## config.mk

```make
export PLATFORM = sky130hd
export DESIGN_NAME = usart_async_core
export DESIGN_NICKNAME = d
export VERILOG_FILES = /design/src/rtl/core/usart_pkg.sv /design/src/rtl/core/usart_async_core.sv
export SDC_FILE = /design/constraint.sdc
export NUM_CORES = 2
export LEC_CHECK = 0
export BUFFER_PORTS_ARGS = -buffer_cell sky130_fd_sc_hd__buf_2
export CORE_MARGIN = 2
export CORE_UTILIZATION = 45
export CTS_CLUSTER_SIZE = 10
export DETAILED_ROUTE_END_ITERATION = 8
export GPL_ROUTABILITY_DRIVEN = 0
export SETUP_SLACK_MARGIN = 0.2
export SYNTH_ARGS = -nofsm -noshare
export SYNTH_HDL_FRONTEND = slang
export SYNTH_SLANG_ARGS = --single-unit
```

## constraint.sdc

```tcl
create_clock -name clock -period 11.6 [get_ports clock]
set_input_delay 0.58 -clock clock [delete_from_list [all_inputs] [get_ports clock]]
set_output_delay 0.58 -clock clock [all_outputs]
set_load 0.05 [all_outputs]
```

## src/rtl/core/usart_pkg.sv

```systemverilog
// Types and constants shared by the asynchronous USART core.
`timescale 1ns / 1ps
package usart_pkg;

   typedef enum logic [2:0] {
      OP_READ_DATA   = 3'd0,
      OP_READ_STATUS = 3'd1,
      OP_WRITE_DATA  = 3'd2,
      OP_WRITE_CTRL  = 3'd3,
      OP_TICK        = 3'd4,
      OP_RX_BYTE     = 3'd5
   } op_type;

   typedef enum logic [3:0] {
      ST_IDLE,
      ST_MUL,
      ST_LOAD,
      ST_DIV,
      ST_POST,
      ST_TM_END,
      ST_RX_WB,
      ST_FIN
   } state_type;

   typedef enum logic [1:0] {
      PH_FRAME,
      PH_RXP,
      PH_TXC,
      PH_TICK
   } phase_type;

   localparam logic [1:0] CSR_CPU_CLOCK = 2'd0;
   localparam logic [1:0] CSR_BAUD      = 2'd1;
   localparam logic [1:0] CSR_DSR       = 2'd2;

   localparam logic [25:0] CPU_CLOCK_RESET = 26'd3579545;
   localparam logic [16:0] BAUD_RESET      = 17'd9600;
   localparam logic [31:0] FRAME_RESET     = 32'd3728;
   localparam logic [3:0]  FRAME_BITS_RESET = 4'd10;
   localparam logic [7:0]  RX_HOLD_RESET   = 8'hFF;
   localparam logic [31:0] TX_SAT          = 32'h7FFF_FFFF;

   // nearest supported rate; ties go to the lower one
   localparam logic [16:0] BAUD_MID_600  = 17'd450;
   localparam logic [16:0] BAUD_MID_1200 = 17'd900;
   localparam logic [16:0] BAUD_MID_2400 = 17'd1800;
   localparam logic [16:0] BAUD_MID_4800 = 17'd3600;
   localparam logic [16:0] BAUD_MID_9600 = 17'd7200;
   localparam logic [13:0] BAUD_300  = 14'd300;
   localparam logic [13:0] BAUD_600  = 14'd600;
   localparam logic [13:0] BAUD_1200 = 14'd1200;
   localparam logic [13:0] BAUD_2400 = 14'd2400;
   localparam logic [13:0] BAUD_4800 = 14'd4800;
   localparam logic [13:0] BAUD_9600 = 14'd9600;

   localparam int CMD_TX_EN   = 0;
   localparam int CMD_DTR     = 1;
   localparam int CMD_RX_EN   = 2;
   localparam int CMD_ERR_RST = 4;
   localparam int CMD_RTS     = 5;
   localparam int CMD_IR      = 6;
   localparam int MODE_PARITY = 4;
   localparam int MODE_STOP2  = 7;

endpackage

```

## src/rtl/core/usart_async_core.sv

```systemverilog
// Asynchronous-mode USART core: bus ops, frame timing and receive FIFO.
`timescale 1ns / 1ps
// Usage:
//   req channel carries one operation per item: tuser = op, tdata = data byte
//   and the tick cycle count. rsp channel returns exactly one item per request.
//   csr port writes cpu clock, requested baud and DSR level at any idle time.
// Sequencing:
//   Reads, data writes, command words and received bytes: no multiply or divide.
//   Tick with receive active: a 32-step divide of the cycle
//   count by the frame length, then one FIFO memory read.
//   Mode word or a clock/baud write: a 1-step multiply and a 32-step divide
//   for the frame length; if it changes, up to two more multiply and 64-step
//   divide passes rescale pending progress.
//   All of this runs on one shared multiplier and one restoring divider, so
//   req_tready is low until the item is done.
// Reset: synchronous; counters, FIFO pointers and flags clear, but tx_empty, DSR
//   and mode-word wait set; frame length returns to the reset clock/baud value.
// Stall: a finished result waits in the rsp register; the next request is
//   accepted meanwhile and holds in its last step until the register frees.
module usart_async_core #(
   parameter int RX_FIFO_DEPTH = 16
) (
   input  logic        clock,
   input  logic        reset,
   input  logic        req_tvalid,
   output logic        req_tready,
   input  logic [39:0] req_tdata,   // data_byte[7:0], cycles[39:8]
   input  logic [2:0]  req_tuser,   // op[2:0]
   output logic        rsp_tvalid,
   input  logic        rsp_tready,
   output logic [23:0] rsp_tdata,   // read_value[7:0], tx_valid[8], tx_byte[16:9],
                                    // dtr_out[17], rts_out[18], rx_dropped[19]
   input  logic        csr_we,
   input  logic [1:0]  csr_addr,
   input  logic [25:0] csr_wdata
);
   import usart_pkg::*;

   localparam int AW = $clog2(RX_FIFO_DEPTH);
   localparam int CW = $clog2(RX_FIFO_DEPTH + 1);
   localparam int HW = CW + 1;
   localparam logic [CW-1:0] DEPTH_C  = CW'(RX_FIFO_DEPTH);
   localparam logic [HW-1:0] DEPTH_HW = HW'(RX_FIFO_DEPTH);

   state_type state_ff, state_in;
   phase_type phase_ff, phase_in;
   logic from_cfg_ff, from_cfg_in, cfg_pend_ff, cfg_pend_in;
   logic [25:0] cpu_ff, cpu_in;
   logic [16:0] baud_ff, baud_in;
   logic dsr_ff, dsr_in, expect_mode_ff, expect_mode_in;
   logic [3:0] frame_bits_ff, frame_bits_in;
   logic tx_en_ff, tx_en_in, rx_en_ff, rx_en_in, dtr_ff, dtr_in, rts_ff, rts_in;
   logic overrun_ff, overrun_in, tx_ready_ff, tx_ready_in, tx_empty_ff, tx_empty_in;
   logic tx_busy_ff, tx_busy_in, rx_ready_ff, rx_ready_in;
   logic [7:0] tx_hold_ff, tx_hold_in, rx_hold_ff, rx_hold_in;
   logic [31:0] tx_cd_ff, tx_cd_in, frame_ff, frame_in, new_frame_ff, new_frame_in;
   logic [31:0] part_ff, part_in, cyc_ff, cyc_in;
   logic [AW-1:0] head_ff, head_in;
   logic [CW-1:0] count_ff, count_in;
   logic [63:0] prod_ff, prod_in, div_num_ff, div_num_in;
   logic [31:0] div_rem_ff, div_rem_in, div_den_ff, div_den_in;
   logic [6:0] div_cnt_ff, div_cnt_in;
   logic [7:0] res_rd_ff, res_rd_in, res_txb_ff, res_txb_in;
   logic res_txv_ff, res_txv_in, res_drop_ff, res_drop_in;
   logic rsp_valid_ff, rsp_valid_in;
   logic [23:0] rsp_data_ff, rsp_data_in;

   logic [7:0] mem [RX_FIFO_DEPTH];
   logic [7:0] mem_q_ff;
   logic wr_en;
   logic [AW-1:0] wr_addr, rd_addr;

   logic [13:0] ebaud;
   logic [31:0] mul_a, mul_b;
   logic [32:0] div_trial, div_diff;
   logic [7:0] v_byte;
   logic [31:0] cycles;
   logic [31:0] q_lo, nw;
   logic [64:0] qc;
   logic [32:0] psum, total;
   logic extra;
   logic [31:0] pnew;
   logic [CW-1:0] take, count_new;
   logic [HW-1:0] head_sum, last_sum, pos_sum;

   assign v_byte = req_tdata[7:0];
   assign cycles = req_tdata[39:8];

   always_comb begin
      if (baud_ff <= BAUD_MID_600) ebaud = BAUD_300;
      else if (baud_ff <= BAUD_MID_1200) ebaud = BAUD_600;
      else if (baud_ff <= BAUD_MID_2400) ebaud = BAUD_1200;
      else if (baud_ff <= BAUD_MID_4800) ebaud = BAUD_2400;
      else if (baud_ff <= BAUD_MID_9600) ebaud = BAUD_4800;
      else ebaud = BAUD_9600;
   end

   assign div_trial = {div_rem_ff, div_num_ff[63]};
   assign div_diff  = div_trial - {1'b0, div_den_ff};

   assign q_lo  = div_num_ff[31:0];
   assign nw    = (q_lo == 32'd0) ? 32'd1 : q_lo;
   assign qc    = {1'b0, div_num_ff} + {64'd0, (div_rem_ff != 32'd0)};
   assign psum  = {1'b0, div_rem_ff} + {1'b0, part_ff};
   assign extra = psum >= {1'b0, frame_ff};
   assign pnew  = extra ? 32'(psum - {1'b0, frame_ff}) : psum[31:0];
   assign total = {1'b0, q_lo} + {32'd0, extra};
   assign take  = (total >= 33'(count_ff)) ? count_ff : total[CW-1:0];
   assign count_new = count_ff - take;
   assign head_sum = HW'(head_ff) + HW'(take);
   assign last_sum = head_sum - HW'(1);
   assign pos_sum  = HW'(head_ff) + HW'(count_ff);

   always_comb begin
      state_in = state_ff; phase_in = phase_ff; from_cfg_in = from_cfg_ff;
      cfg_pend_in = cfg_pend_ff; cpu_in = cpu_ff; baud_in = baud_ff; dsr_in = dsr_ff;
      expect_mode_in = expect_mode_ff; frame_bits_in = frame_bits_ff;
      tx_en_in = tx_en_ff; rx_en_in = rx_en_ff; dtr_in = dtr_ff; rts_in = rts_ff;
      overrun_in = overrun_ff; tx_ready_in = tx_ready_ff; tx_empty_in = tx_empty_ff;
      tx_busy_in = tx_busy_ff; rx_ready_in = rx_ready_ff; tx_hold_in = tx_hold_ff;
      rx_hold_in = rx_hold_ff; tx_cd_in = tx_cd_ff; frame_in = frame_ff;
      new_frame_in = new_frame_ff; part_in = part_ff; cyc_in = cyc_ff;
      head_in = head_ff; count_in = count_ff; prod_in = prod_ff;
      res_rd_in = res_rd_ff; res_txb_in = res_txb_ff; res_txv_in = res_txv_ff;
      res_drop_in = res_drop_ff; rsp_valid_in = rsp_valid_ff; rsp_data_in = rsp_data_ff;
      mul_a = 32'd0; mul_b = 32'd0;
      wr_en = 1'b0;
      wr_addr = (pos_sum >= DEPTH_HW) ? AW'(pos_sum - DEPTH_HW) : AW'(pos_sum);
      rd_addr = (last_sum >= DEPTH_HW) ? AW'(last_sum - DEPTH_HW) : AW'(last_sum);
      req_tready = (state_ff == ST_IDLE) && !cfg_pend_ff;

      div_num_in = div_num_ff; div_rem_in = div_rem_ff; div_den_in = div_den_ff;
      div_cnt_in = div_cnt_ff;
      if (div_cnt_ff != 7'd0) begin
         div_cnt_in = div_cnt_ff - 7'd1;
         if (!div_diff[32]) begin
            div_rem_in = div_diff[31:0];
            div_num_in = {div_num_ff[62:0], 1'b1};
         end else begin
            div_rem_in = div_trial[31:0];
            div_num_in = {div_num_ff[62:0], 1'b0};
         end
      end

      if (rsp_valid_ff && rsp_tready) rsp_valid_in = 1'b0;

      case (phase_ff)
         PH_FRAME: begin
            mul_a = {6'd0, cpu_ff};
            mul_b = {28'd0, frame_bits_ff};
         end
         PH_RXP: begin
            mul_a = part_ff;
            mul_b = new_frame_ff;
         end
         PH_TXC: begin
            mul_a = tx_cd_ff;
            mul_b = new_frame_ff;
         end
         default: ;
      endcase

      case (state_ff)
         ST_IDLE: begin
            if (cfg_pend_ff) begin
               cfg_pend_in = 1'b0;
               from_cfg_in = 1'b1;
               phase_in = PH_FRAME;
               state_in = ST_MUL;
            end else if (req_tvalid) begin
               res_rd_in = 8'd0; res_txv_in = 1'b0; res_txb_in = 8'd0;
               res_drop_in = 1'b0; from_cfg_in = 1'b0;
               state_in = ST_FIN;
               case (op_type'(req_tuser))
                  OP_READ_DATA: begin
                     res_rd_in = rx_hold_ff;
                     rx_ready_in = 1'b0;
                  end
                  OP_READ_STATUS: begin
                     res_rd_in = {dsr_ff, 2'b00, overrun_ff, 1'b0, tx_empty_ff,
                                  rx_ready_ff, tx_ready_ff};
                  end
                  OP_WRITE_DATA: begin
                     if (tx_en_ff) begin
                        tx_hold_in = v_byte; tx_busy_in = 1'b1;
                        tx_ready_in = 1'b0; tx_empty_in = 1'b0;
                        tx_cd_in = frame_ff;
                     end
                  end
                  OP_WRITE_CTRL: begin
                     if (!expect_mode_ff && v_byte[CMD_IR]) begin
                        expect_mode_in = 1'b1;
                        tx_en_in = 1'b0; rx_en_in = 1'b0;
                        tx_ready_in = 1'b0; tx_empty_in = 1'b1;
                        tx_busy_in = 1'b0; tx_cd_in = 32'd0;
                        part_in = 32'd0; rx_ready_in = 1'b0; overrun_in = 1'b0;
                     end else if (expect_mode_ff) begin
                        frame_bits_in = 4'd6 + {2'b00, v_byte[3:2]} +
                                        {3'b000, v_byte[MODE_PARITY]} +
                                        (v_byte[MODE_STOP2] ? 4'd2 : 4'd1);
                        expect_mode_in = 1'b0;
                        phase_in = PH_FRAME;
                        state_in = ST_MUL;
                     end else begin
                        tx_en_in = v_byte[CMD_TX_EN];
                        dtr_in = v_byte[CMD_DTR];
                        rx_en_in = v_byte[CMD_RX_EN];
                        if (v_byte[CMD_ERR_RST]) overrun_in = 1'b0;
                        rts_in = v_byte[CMD_RTS];
                        if (v_byte[CMD_TX_EN] && !tx_busy_ff && tx_cd_ff == 32'd0)
                           tx_ready_in = 1'b1;
                        if (!v_byte[CMD_TX_EN]) tx_ready_in = 1'b0;
                     end
                  end
                  OP_TICK: begin
                     if (tx_busy_ff && tx_cd_ff != 32'd0) begin
                        if (cycles >= tx_cd_ff) begin
                           tx_cd_in = 32'd0;
                           res_txv_in = 1'b1; res_txb_in = tx_hold_ff;
                           tx_busy_in = 1'b0; tx_ready_in = tx_en_ff;
                           tx_empty_in = 1'b1;
                        end else begin
                           tx_cd_in = tx_cd_ff - cycles;
                        end
                     end
                     cyc_in = cycles;
                     if (rx_en_ff && count_ff != '0) begin
                        phase_in = PH_TICK;
                        state_in = ST_LOAD;
                     end else begin
                        part_in = 32'd0;
                     end
                  end
                  OP_RX_BYTE: begin
                     if (count_ff < DEPTH_C) begin
                        wr_en = 1'b1;
                        count_in = count_ff + CW'(1);
                     end else begin
                        res_drop_in = 1'b1;
                     end
                  end
                  default: ;
               endcase
            end
         end
         ST_MUL: begin
            prod_in = mul_a * mul_b;
            state_in = ST_LOAD;
         end
         ST_LOAD: begin
            div_rem_in = 32'd0;
            case (phase_ff)
               PH_FRAME: begin
                  div_num_in = {prod_ff[31:0], 32'd0};
                  div_den_in = {18'd0, ebaud};
                  div_cnt_in = 7'd32;
               end
               PH_TICK: begin
                  div_num_in = {cyc_ff, 32'd0};
                  div_den_in = frame_ff;
                  div_cnt_in = 7'd32;
               end
               default: begin
                  div_num_in = prod_ff;
                  div_den_in = frame_ff;
                  div_cnt_in = 7'd64;
               end
            endcase
            state_in = ST_DIV;
         end
         ST_DIV: begin
            if (div_cnt_ff == 7'd0) state_in = ST_POST;
         end
         ST_POST: begin
            case (phase_ff)
               PH_FRAME: begin
                  new_frame_in = nw;
                  if (nw != frame_ff) begin
                     phase_in = PH_RXP;
                     state_in = ST_MUL;
                  end else begin
                     state_in = ST_TM_END;
                  end
               end
               PH_RXP: begin
                  part_in = q_lo;
                  if (tx_busy_ff && tx_cd_ff != 32'd0) begin
                     phase_in = PH_TXC;
                     state_in = ST_MUL;
                  end else begin
                     state_in = ST_TM_END;
                  end
               end
               PH_TXC: begin
                  tx_cd_in = (qc > {33'd0, TX_SAT}) ? TX_SAT : qc[31:0];
                  state_in = ST_TM_END;
               end
               default: begin
                  part_in = (count_new != '0) ? pnew : 32'd0;
                  if (take != '0) begin
                     overrun_in = overrun_ff | rx_ready_ff | (take > CW'(1));
                     rx_ready_in = 1'b1;
                     head_in = (head_sum >= DEPTH_HW) ? AW'(head_sum - DEPTH_HW)
                                                      : AW'(head_sum);
                     count_in = count_new;
                     state_in = ST_RX_WB;
                  end else begin
                     state_in = ST_FIN;
                  end
               end
            endcase
         end
         ST_TM_END: begin
            frame_in = new_frame_ff;
            state_in = from_cfg_ff ? ST_IDLE : ST_FIN;
         end
         ST_RX_WB: begin
            rx_hold_in = mem_q_ff;
            state_in = ST_FIN;
         end
         ST_FIN: begin
            if (!rsp_valid_ff || rsp_tready) begin
               rsp_valid_in = 1'b1;
               rsp_data_in = {4'd0, res_drop_ff, rts_ff, dtr_ff, res_txb_ff, res_txv_ff,
                              res_rd_ff};
               state_in = ST_IDLE;
            end
         end
         default: state_in = ST_IDLE;
      endcase

      if (csr_we) begin
         case (csr_addr)
            CSR_CPU_CLOCK: begin
               cpu_in = csr_wdata;
               cfg_pend_in = 1'b1;
            end
            CSR_BAUD: begin
               baud_in = csr_wdata[16:0];
               cfg_pend_in = 1'b1;
            end
            CSR_DSR: dsr_in = csr_wdata[0];
            default: ;
         endcase
      end
   end

   always_ff @(posedge clock) begin
      if (reset) begin
         state_ff <= ST_IDLE; phase_ff <= PH_FRAME; from_cfg_ff <= 1'b0;
         cfg_pend_ff <= 1'b0; cpu_ff <= CPU_CLOCK_RESET; baud_ff <= BAUD_RESET;
         dsr_ff <= 1'b1; expect_mode_ff <= 1'b1; frame_bits_ff <= FRAME_BITS_RESET;
         tx_en_ff <= 1'b0; rx_en_ff <= 1'b0; dtr_ff <= 1'b0; rts_ff <= 1'b0;
         overrun_ff <= 1'b0; tx_ready_ff <= 1'b0; tx_empty_ff <= 1'b1;
         tx_busy_ff <= 1'b0; rx_ready_ff <= 1'b0; tx_hold_ff <= 8'd0;
         rx_hold_ff <= RX_HOLD_RESET; tx_cd_ff <= 32'd0; frame_ff <= FRAME_RESET;
         part_ff <= 32'd0; head_ff <= '0; count_ff <= '0; div_cnt_ff <= 7'd0;
         rsp_valid_ff <= 1'b0;
      end else begin
         state_ff <= state_in; phase_ff <= phase_in; from_cfg_ff <= from_cfg_in;
         cfg_pend_ff <= cfg_pend_in; cpu_ff <= cpu_in; baud_ff <= baud_in;
         dsr_ff <= dsr_in; expect_mode_ff <= expect_mode_in;
         frame_bits_ff <= frame_bits_in; tx_en_ff <= tx_en_in; rx_en_ff <= rx_en_in;
         dtr_ff <= dtr_in; rts_ff <= rts_in; overrun_ff <= overrun_in;
         tx_ready_ff <= tx_ready_in; tx_empty_ff <= tx_empty_in;
         tx_busy_ff <= tx_busy_in; rx_ready_ff <= rx_ready_in; tx_hold_ff <= tx_hold_in;
         rx_hold_ff <= rx_hold_in; tx_cd_ff <= tx_cd_in; frame_ff <= frame_in;
         part_ff <= part_in; head_ff <= head_in; count_ff <= count_in;
         div_cnt_ff <= div_cnt_in; rsp_valid_ff <= rsp_valid_in;
      end
   end

   always_ff @(posedge clock) begin
      new_frame_ff <= new_frame_in; cyc_ff <= cyc_in; prod_ff <= prod_in;
      div_num_ff <= div_num_in; div_rem_ff <= div_rem_in; div_den_ff <= div_den_in;
      res_rd_ff <= res_rd_in; res_txb_ff <= res_txb_in; res_txv_ff <= res_txv_in;
      res_drop_ff <= res_drop_in; rsp_data_ff <= rsp_data_in;
   end

   always_ff @(posedge clock) begin
      if (wr_en) mem[wr_addr] <= v_byte;
      mem_q_ff <= mem[rd_addr];
   end

   assign rsp_tvalid = rsp_valid_ff;
   assign rsp_tdata  = rsp_data_ff;

   a_count_bound: assert property (@(posedge clock) disable iff (reset)
      count_ff <= DEPTH_C) else $error("rx fifo count beyond depth");

   a_frame_nonzero: assert property (@(posedge clock) disable iff (reset)
      frame_ff != 32'd0) else $error("frame length is zero");

   a_tx_busy_flags: assert property (@(posedge clock) disable iff (reset)
      tx_busy_ff |-> (!tx_ready_ff && !tx_empty_ff))
      else $error("tx flags set while frame in flight");

   a_div_done: assert property (@(posedge clock) disable iff (reset)
      (state_ff == ST_DIV && div_cnt_ff == 7'd0) |=> state_ff == ST_POST)
      else $error("divider result not consumed");

   a_fin_issue: assert property (@(posedge clock) disable iff (reset)
      (state_ff == ST_FIN && (!rsp_valid_ff || rsp_tready))
      |=> (rsp_tvalid && state_ff == ST_IDLE))
      else $error("result not issued");

endmodule
```

# Word-level counts from Yosys, hierarchy flattened
# Memories as Yosys holds them, arrays and structs flattened. A register that Yosys moved wholly into a read port is not among the register bits.
# Cells that the tools add are included.
[classes]
addsub = 18
multipliers = 1
div_mod_pow = 0
order_cmp = 14
eq_ne = 53
shift = 0
n_mux = 126
bitwise = 6
n_reduce_logical = 59
[op_table]
columns = ["cell", "n"]
rows = [
  ["two-way mux 32 bit", 15],
  ["case mux 32 bit (2 select lines)", 5],
  ["case mux 32 bit (3 select lines)", 2],
  ["two-way mux 64 bit", 2],
  ["case mux 64 bit (2 select lines)", 1],
  ["two-way mux 14 bit", 6],
  ["adder 64 x 1 -> 65 bit", 1],
  ["greater-than comparator 65 x 31 -> 1 bit (second input constant)", 1],
  ["zero test 32 bit", 2],
  ["multiplier 32 x 32 -> 64 bit", 1],
  ["nonzero test 32 bit", 2],
  ["subtractor 32 bit", 2],
  ["two-way mux 1 bit", 50],
  ["two-way mux 5 bit", 7],
  ["adder 32 x 1 -> 33 bit", 1],
  ["adder 32 x 32 -> 33 bit", 1],
  [">= comparator 33 x 32 -> 1 bit", 1],
  [">= comparator 33 x 5 -> 1 bit", 1],
  ["subtractor 33 x 32 -> 33 bit", 1],
  [">= comparator 32 bit", 1],
  ["inequality test 32 bit", 1],
  ["case mux 4 bit (8 select lines)", 1],
  ["two-way mux 4 bit", 7],
  ["inequality test 3 bit (second input constant)", 9],
  ["65 further kinds", 156],
]
[totals]
reg_bits = 489
latchBits = 0
ramBits = 128
rom_bits = 0
in_bits = 76
output_inout_bits = 26
elab_cells = 317
mem_count = 1
[mem_list]
columns = ["name", "words", "word_bits", "read_ports", "rd_ports_with_merged_regs", "wr", "line_no", "rtl"]
rows = [
  ["mem", 16, 8, 1, 1, 1, "usart_async_core.sv:68", "logic [7:0] mem [RX_FIFO_DEPTH];"],
]

# Longest topological paths before layout
[depth]
depth_word = 10
depth_mapped = 49
depth_no_buf = 46

# Least setup slack after synthesis
# No wires, ideal clock.
[synth_path]
path_type = "flip-flop to flip-flop"
from = "reg div_rem_ff[1]"
to = "reg mem_q_ff[5] (read register of mem)"
setup_time_ns = 0.131
t_arrival_ns = 9.773
required_time_ns = 11.469
path_slack_ns = 1.696
path_stages_with_launch = 43
n_path_buf = 5
period_less_slack_ns = 9.904
cell_sequence = "dfxtp_1 ha_1 a211oi_1 o211ai_1 a211oi_1 nor2_1 nor3_1 o21bai_1 a21oi_1 xnor2_1 ha_1 a21o_1 a21oi_1 o21ai_0 a21oi_1 nor2b_1 a311o_1 a21o_1 [... 7 more ...] ha_1 nor2b_1 o21a_1 o21a_1 o21ai_0 nand4_1 or4_4 nor2_2 o21ai_0 ha_1 clkbuf_1 buf_1 inv_1 ha_1 xnor2_1 clkbuf_1 mux2i_1 mux2i_1"
[synth_between]
elab_chain_cells = 9
elab_cells_between_ends = 10
cone_classes = "add/sub (5); order compare (3); mux (2)"
[synth_lines]
columns = ["item", "line_no", "rtl"]
rows = [
  ["from (decl)", "usart_async_core.sv:61", "logic [31:0] div_rem_ff, div_rem_in, div_den_ff, div_den_in;"],
  ["from (signal assigned)", "usart_async_core.sv:375", "div_num_ff <= div_num_in; div_rem_ff <= div_rem_in; div_den_ff <= div_den_in;"],
  ["adder 32 x 32 -> 33 bit *", "usart_async_core.sv:104", "assign psum = {1'b0, div_rem_ff} + {1'b0, part_ff};"],
  [">= comparator 33 x 32 -> 1 bit *", "usart_async_core.sv:105", "assign extra = psum >= {1'b0, frame_ff};"],
  ["adder 32 x 1 -> 33 bit *", "usart_async_core.sv:107", "assign total = {1'b0, q_lo} + {32'd0, extra};"],
  [">= comparator 33 x 5 -> 1 bit", "usart_async_core.sv:108", "assign take = (total >= 33'(count_ff)) ? count_ff : total[CW-1:0];"],
  ["two-way mux 5 bit *", "usart_async_core.sv:108", ""],
  ["adder 4 x 5 -> 6 bit *", "usart_async_core.sv:110", "assign head_sum = HW'(head_ff) + HW'(take);"],
  ["named net head_sum[0]", "usart_async_core.sv:84", "logic [HW-1:0] head_sum, last_sum, pos_sum;"],
  ["subtractor 6 x 1 -> 6 bit *", "usart_async_core.sv:111", "assign last_sum = head_sum - HW'(1);"],
  [">= comparator 6 x 5 -> 1 bit / subtractor 4 x 1 -> 4 bit (equally long branches)", "usart_async_core.sv:129", "rd_addr = (last_sum >= DEPTH_HW) ? AW'(last_sum - DEPTH_HW) : AW'(last_sum);"],
  ["two-way mux 4 bit *", "usart_async_core.sv:129", ""],
  ["to (decl)", "usart_async_core.sv:69", "logic [7:0] mem_q_ff;"],
]
# Mark *: on every way through the listed nets, which the timed path passes. The rest lies on a longest branch.
# A chain may end at the register's enable or synchronous reset.

# Worst setup path in the final report
[layout_path]
from = "reg phase_ff[1]"
to = "reg prod_ff[61] (data pin)"
[layout_between]
elab_chain_cells = 4
elab_cells_between_ends = 7
cone_classes = "mul (1); eq/ne (2); mux (2); reduce/logical (2)"
[layout_lines]
columns = ["item", "line_no", "rtl"]
rows = [
  ["from (decl)", "usart_async_core.sv:46", "phase_type phase_ff, phase_in;"],
  ["from (signal assigned)", "usart_async_core.sv:360", "state_ff <= state_in; phase_ff <= phase_in; from_cfg_ff <= from_cfg_in;"],
  ["equality test 2 bit / equality test 2 x 1 -> 1 bit (equally long branches)", "usart_async_core.sv:147", "case (phase_ff)"],
  ["OR reduction 2 bit (no line)", "--", ""],
  ["case mux 32 bit (2 select lines)", "usart_async_core.sv:147", ""],
  ["multiplier 32 x 32 -> 64 bit *", "usart_async_core.sv:247", "prod_in = mul_a * mul_b;"],
  ["to (signal assigned)", "usart_async_core.sv:374", "new_frame_ff <= new_frame_in; cyc_ff <= cyc_in; prod_ff <= prod_in;"],
  ["to (decl)", "usart_async_core.sv:60", "logic [63:0] prod_ff, prod_in, div_num_ff, div_num_in;"],
]
# Mark *: on every way between the ends. The rest lies on a longest branch, timed or not.

==> impl_metrics.csv <==
group,metric,value,unit
run_status,run_status,"completed",
synthesis,ys_types,98,
route,drt_drc_violations_left,0,
grt,grt_residual_overflow,0,
synthesis,syn_inst,7556,
timing,shortest_clock_period_the_worst_path_allows_after_layout,11.09,ns
setup_path,crit_arrival,11.47,ns
clocking,max-clock-path-buffers,3,
synthesis,synth_simple_gate_area_share,0.162,
setup_path,worst_r2r_startpoint,"phase_ff[1]$_SDFFE_PP0P_",
setup_path,critical_path.top_delay_family,"adder cells",
synthesis,synth_compound_area_frac,0.110,
grt,number_of_antenna_violations_at_the_first_check_in_global_routing,17,
clocking,cts.root.buffer_cell,"sky130_fd_sc_hd__clkbuf_16",
final_layout,final_cell_count_no_fill,9539,
setup_path,crit_path_top_delay_cell,"sky130_fd_sc_hd__a222oi_1",
die,chipWidth,393,um
timing,timing_max_transition_violations_final,0,
timing,grt_setup_unrepaired,"yes",
grt,gr-usage-met1,0.406,
die,coreArea,150000,um2
synthesis,yosys.area_share.xor_xnor,0.0328,
grt,grt_max_degree,86,
route,drt-initial-drc-count,5812,
min_path,min_delay_path_depth,1,
setup_path,setup.worst_path.class,"reg -> reg",
timing,finalSetupViolCount,0,
setup_path,cp.required,11.98,ns
synthesis,synth.avg_cell_area,9.03,um2
placement,dp.final_hpwl,189,mm
synthesis,largest_family_of_logic_cells_by_synthesized_area,"adder cells",
final_layout,fin_area,73400,um2
clocking,clk_pin_slew,0.06,ns
synthesis,postSynthRegisterBits,624,
synthesis,asyncSetResetFlopFracSynth,0,
timing,worst_slew_pin_slew,1.41,ns
final_layout,final_cell_mix,"1275 x sky130_fd_sc_hd__nand2_1, 1113 x sky130_fd_sc_hd__inv_1, 903 x sky130_fd_sc_hd__fa_1",
final_layout,drive_gt1_frac,0.0671,
placement,buffer_ports.inserted,97,
clocking,numCtsBuffers,77,
final_layout,areaGrowthSynthToFinish,7.60,%
synthesis,synth-main-ff-cell,"sky130_fd_sc_hd__edfxtp_1",
setup_path,critPathLaunchType,"register",
setup_path,cp_num_cells,31,
synthesis,area_share_of_fa_ha_maj_cells_after_synthesis,0.342,
clocking,cts_tree,"done",
clocking,cts.htree.levels,3,
min_path,worstHoldPathType,"in -> reg",
route,drt_pre_antenna_iters,8,
timing,skew,0.0482,ns
synthesis,synth_edf_count,390,
setup_path,timing.critical_path.fanout_max,21,
run,maxCapViolCount,0,
timing,max_slew_margin,0.0613,
setup_path,r2r.worst_path.cells,31,
route,finalWirelength,240,mm
final_layout,layout.nets,8851,
synthesis,mappedNetlistArea,68200,um2
grt,grt_first_pass_wirelength,360,mm
grt,use_met2,0.473,
timing,fmaxAchievable,0.0902,GHz
clocking,insertion_delay,0.68,ns
placement,dpl-instance-area,70900,um2
clocking,tritoncts_num_sinks,624,
die,num_rows,142,
grt,grt_usage,0.309,
synthesis,post_synth_mux_area_share,0.0259,
route,wl_per_cell,25.2,um
final_layout,fin_util,0.489,
synthesis,synth-seq-area-share,0.240,
setup_path,path_common_cell,"sky130_fd_sc_hd__fa_1",
die,floorplan.initialDensity,0.454,
grt,top_usage_layer,"met2",
grt,met3_usage,0.0702,
placement,placedCellCount,9385,
final_layout,final.fill_count,14100,
grt,grt_pass1_vias,56200,
die,design.die.area,155000,um2
setup_path,cp_num_buf_inv,8,
die,io-pin-count,102,
route,vias_after_detailed_routing,56500,
setup_path,crit_start,"phase_ff[1]$_SDFFE_PP0P_",
route,avgViaCountPerCell,5.92,
min_path,hp-start,"req_tdata[11]",
setup_path,critPathCaptureType,"register",
timing,tns,0,ns
setup_path,slowest_delay,1.20,ns
synthesis,synth.yosys.warnings,0,
die,chipHeight,393,um
timing,finalHoldViolations,0,
final_layout,leading_cell_type_in_the_layout_fill_and_taps_excluded,"sky130_fd_sc_hd__nand2_1",
route,final_ant_viol_nets,0,
timing,final_min_period_over_clock_period,0.956,
==> state kept, by name (all words and copies together), names as in the netlist, 20 cells and up <==
register / count
cpu_ff: 26
cyc_ff: 32
div_den_ff: 32
div_num_ff: 64
div_rem_ff: 32
frame_ff: 32
mem: 128
new_frame_ff: 32
part_ff: 32
prod_ff: 64
rsp_tdata: 20
tx_cd_ff: 32
==> per-stage QoR <==
stage	setup slack, ns	hold WS (ns)
2_1_floorplan	1.70	0.400
6_report	0.509	0.106
3_5_place_dp	0.584	0.405
4_1_cts	0.531	0.0844
3_3_place_gp	0.714	0.401
5_1_grt	0.117	0.0946
==> path summary, 6_finish.rpt <==
kind	end	slack, ns
max reg2reg	prod_ff[61]$_DFFE_PN_	0.51
min reg2reg	rsp_tdata[13]$_DFFE_PP_	0.41
min	cyc_ff[3]$_DFFE_PP_	0.11
max	prod_ff[61]$_DFFE_PN_	0.51
==> layout make-up <==
type                            instances  area, um2  area share
Clock buffer                          122       2130      0.0290
Antenna cell                           11       27.5    0.000375
Multi-Input combinational cell       5374      46100       0.628
Clock inverter                         18        302     0.00411
Inverter                             1118       4200      0.0572
Tap cell                             2016       2520      0.0344
Sequential cell                       624      16400       0.223
Timing Repair Buffer                  256       1730      0.0236
==> logic make-up (layout without fill, tap and decap cells) <==
logic type | count (synthesis) | after routing
AOI/OAI and AO/OA | 1160 | 1160
muxes | 135 | 135
buffers and inverters | 1561 | 1514
xor gates and xnor gates | 253 | 253
adders and majority gates | 1324 | 1324
DFF | 624 | 624
and+or+nand+nor | 2498 | 2498
other | 1 | 15
==> timing repair <==
action	CTS	global route
hold buffers	0	0
setup endpoints to repair	0	38
resized for setup	0	3
buffers inserted	0	3
==> cell usage after synthesis, drive strengths merged, types with 99 or more instances <==
cell / n / share of area
clkbuf: 382 / 0.021
o21ai: 219 / 0.016
nand2: 1278 / 0.070
dfxtp: 234 / 0.069
nor2: 507 / 0.028
nand3: 160 / 0.012
nor3: 99 / 0.0073
a21oi: 370 / 0.027
fa: 903 / 0.26
ha: 421 / 0.077
xnor2: 160 / 0.021
edfxtp: 390 / 0.17
inv: 1115 / 0.061
==> routing by layer <==
layer / vias up / share of wire
met3: 715 / 0.10
met5: - / 0.00028
li1: 24600 / -
met4: 8 / 0.066
met2: 3004 / 0.44
met1: 28200 / 0.39
Power is not shown: default switching activity piles up to over one toggle a cycle in this logic, so the estimate is an artifact.
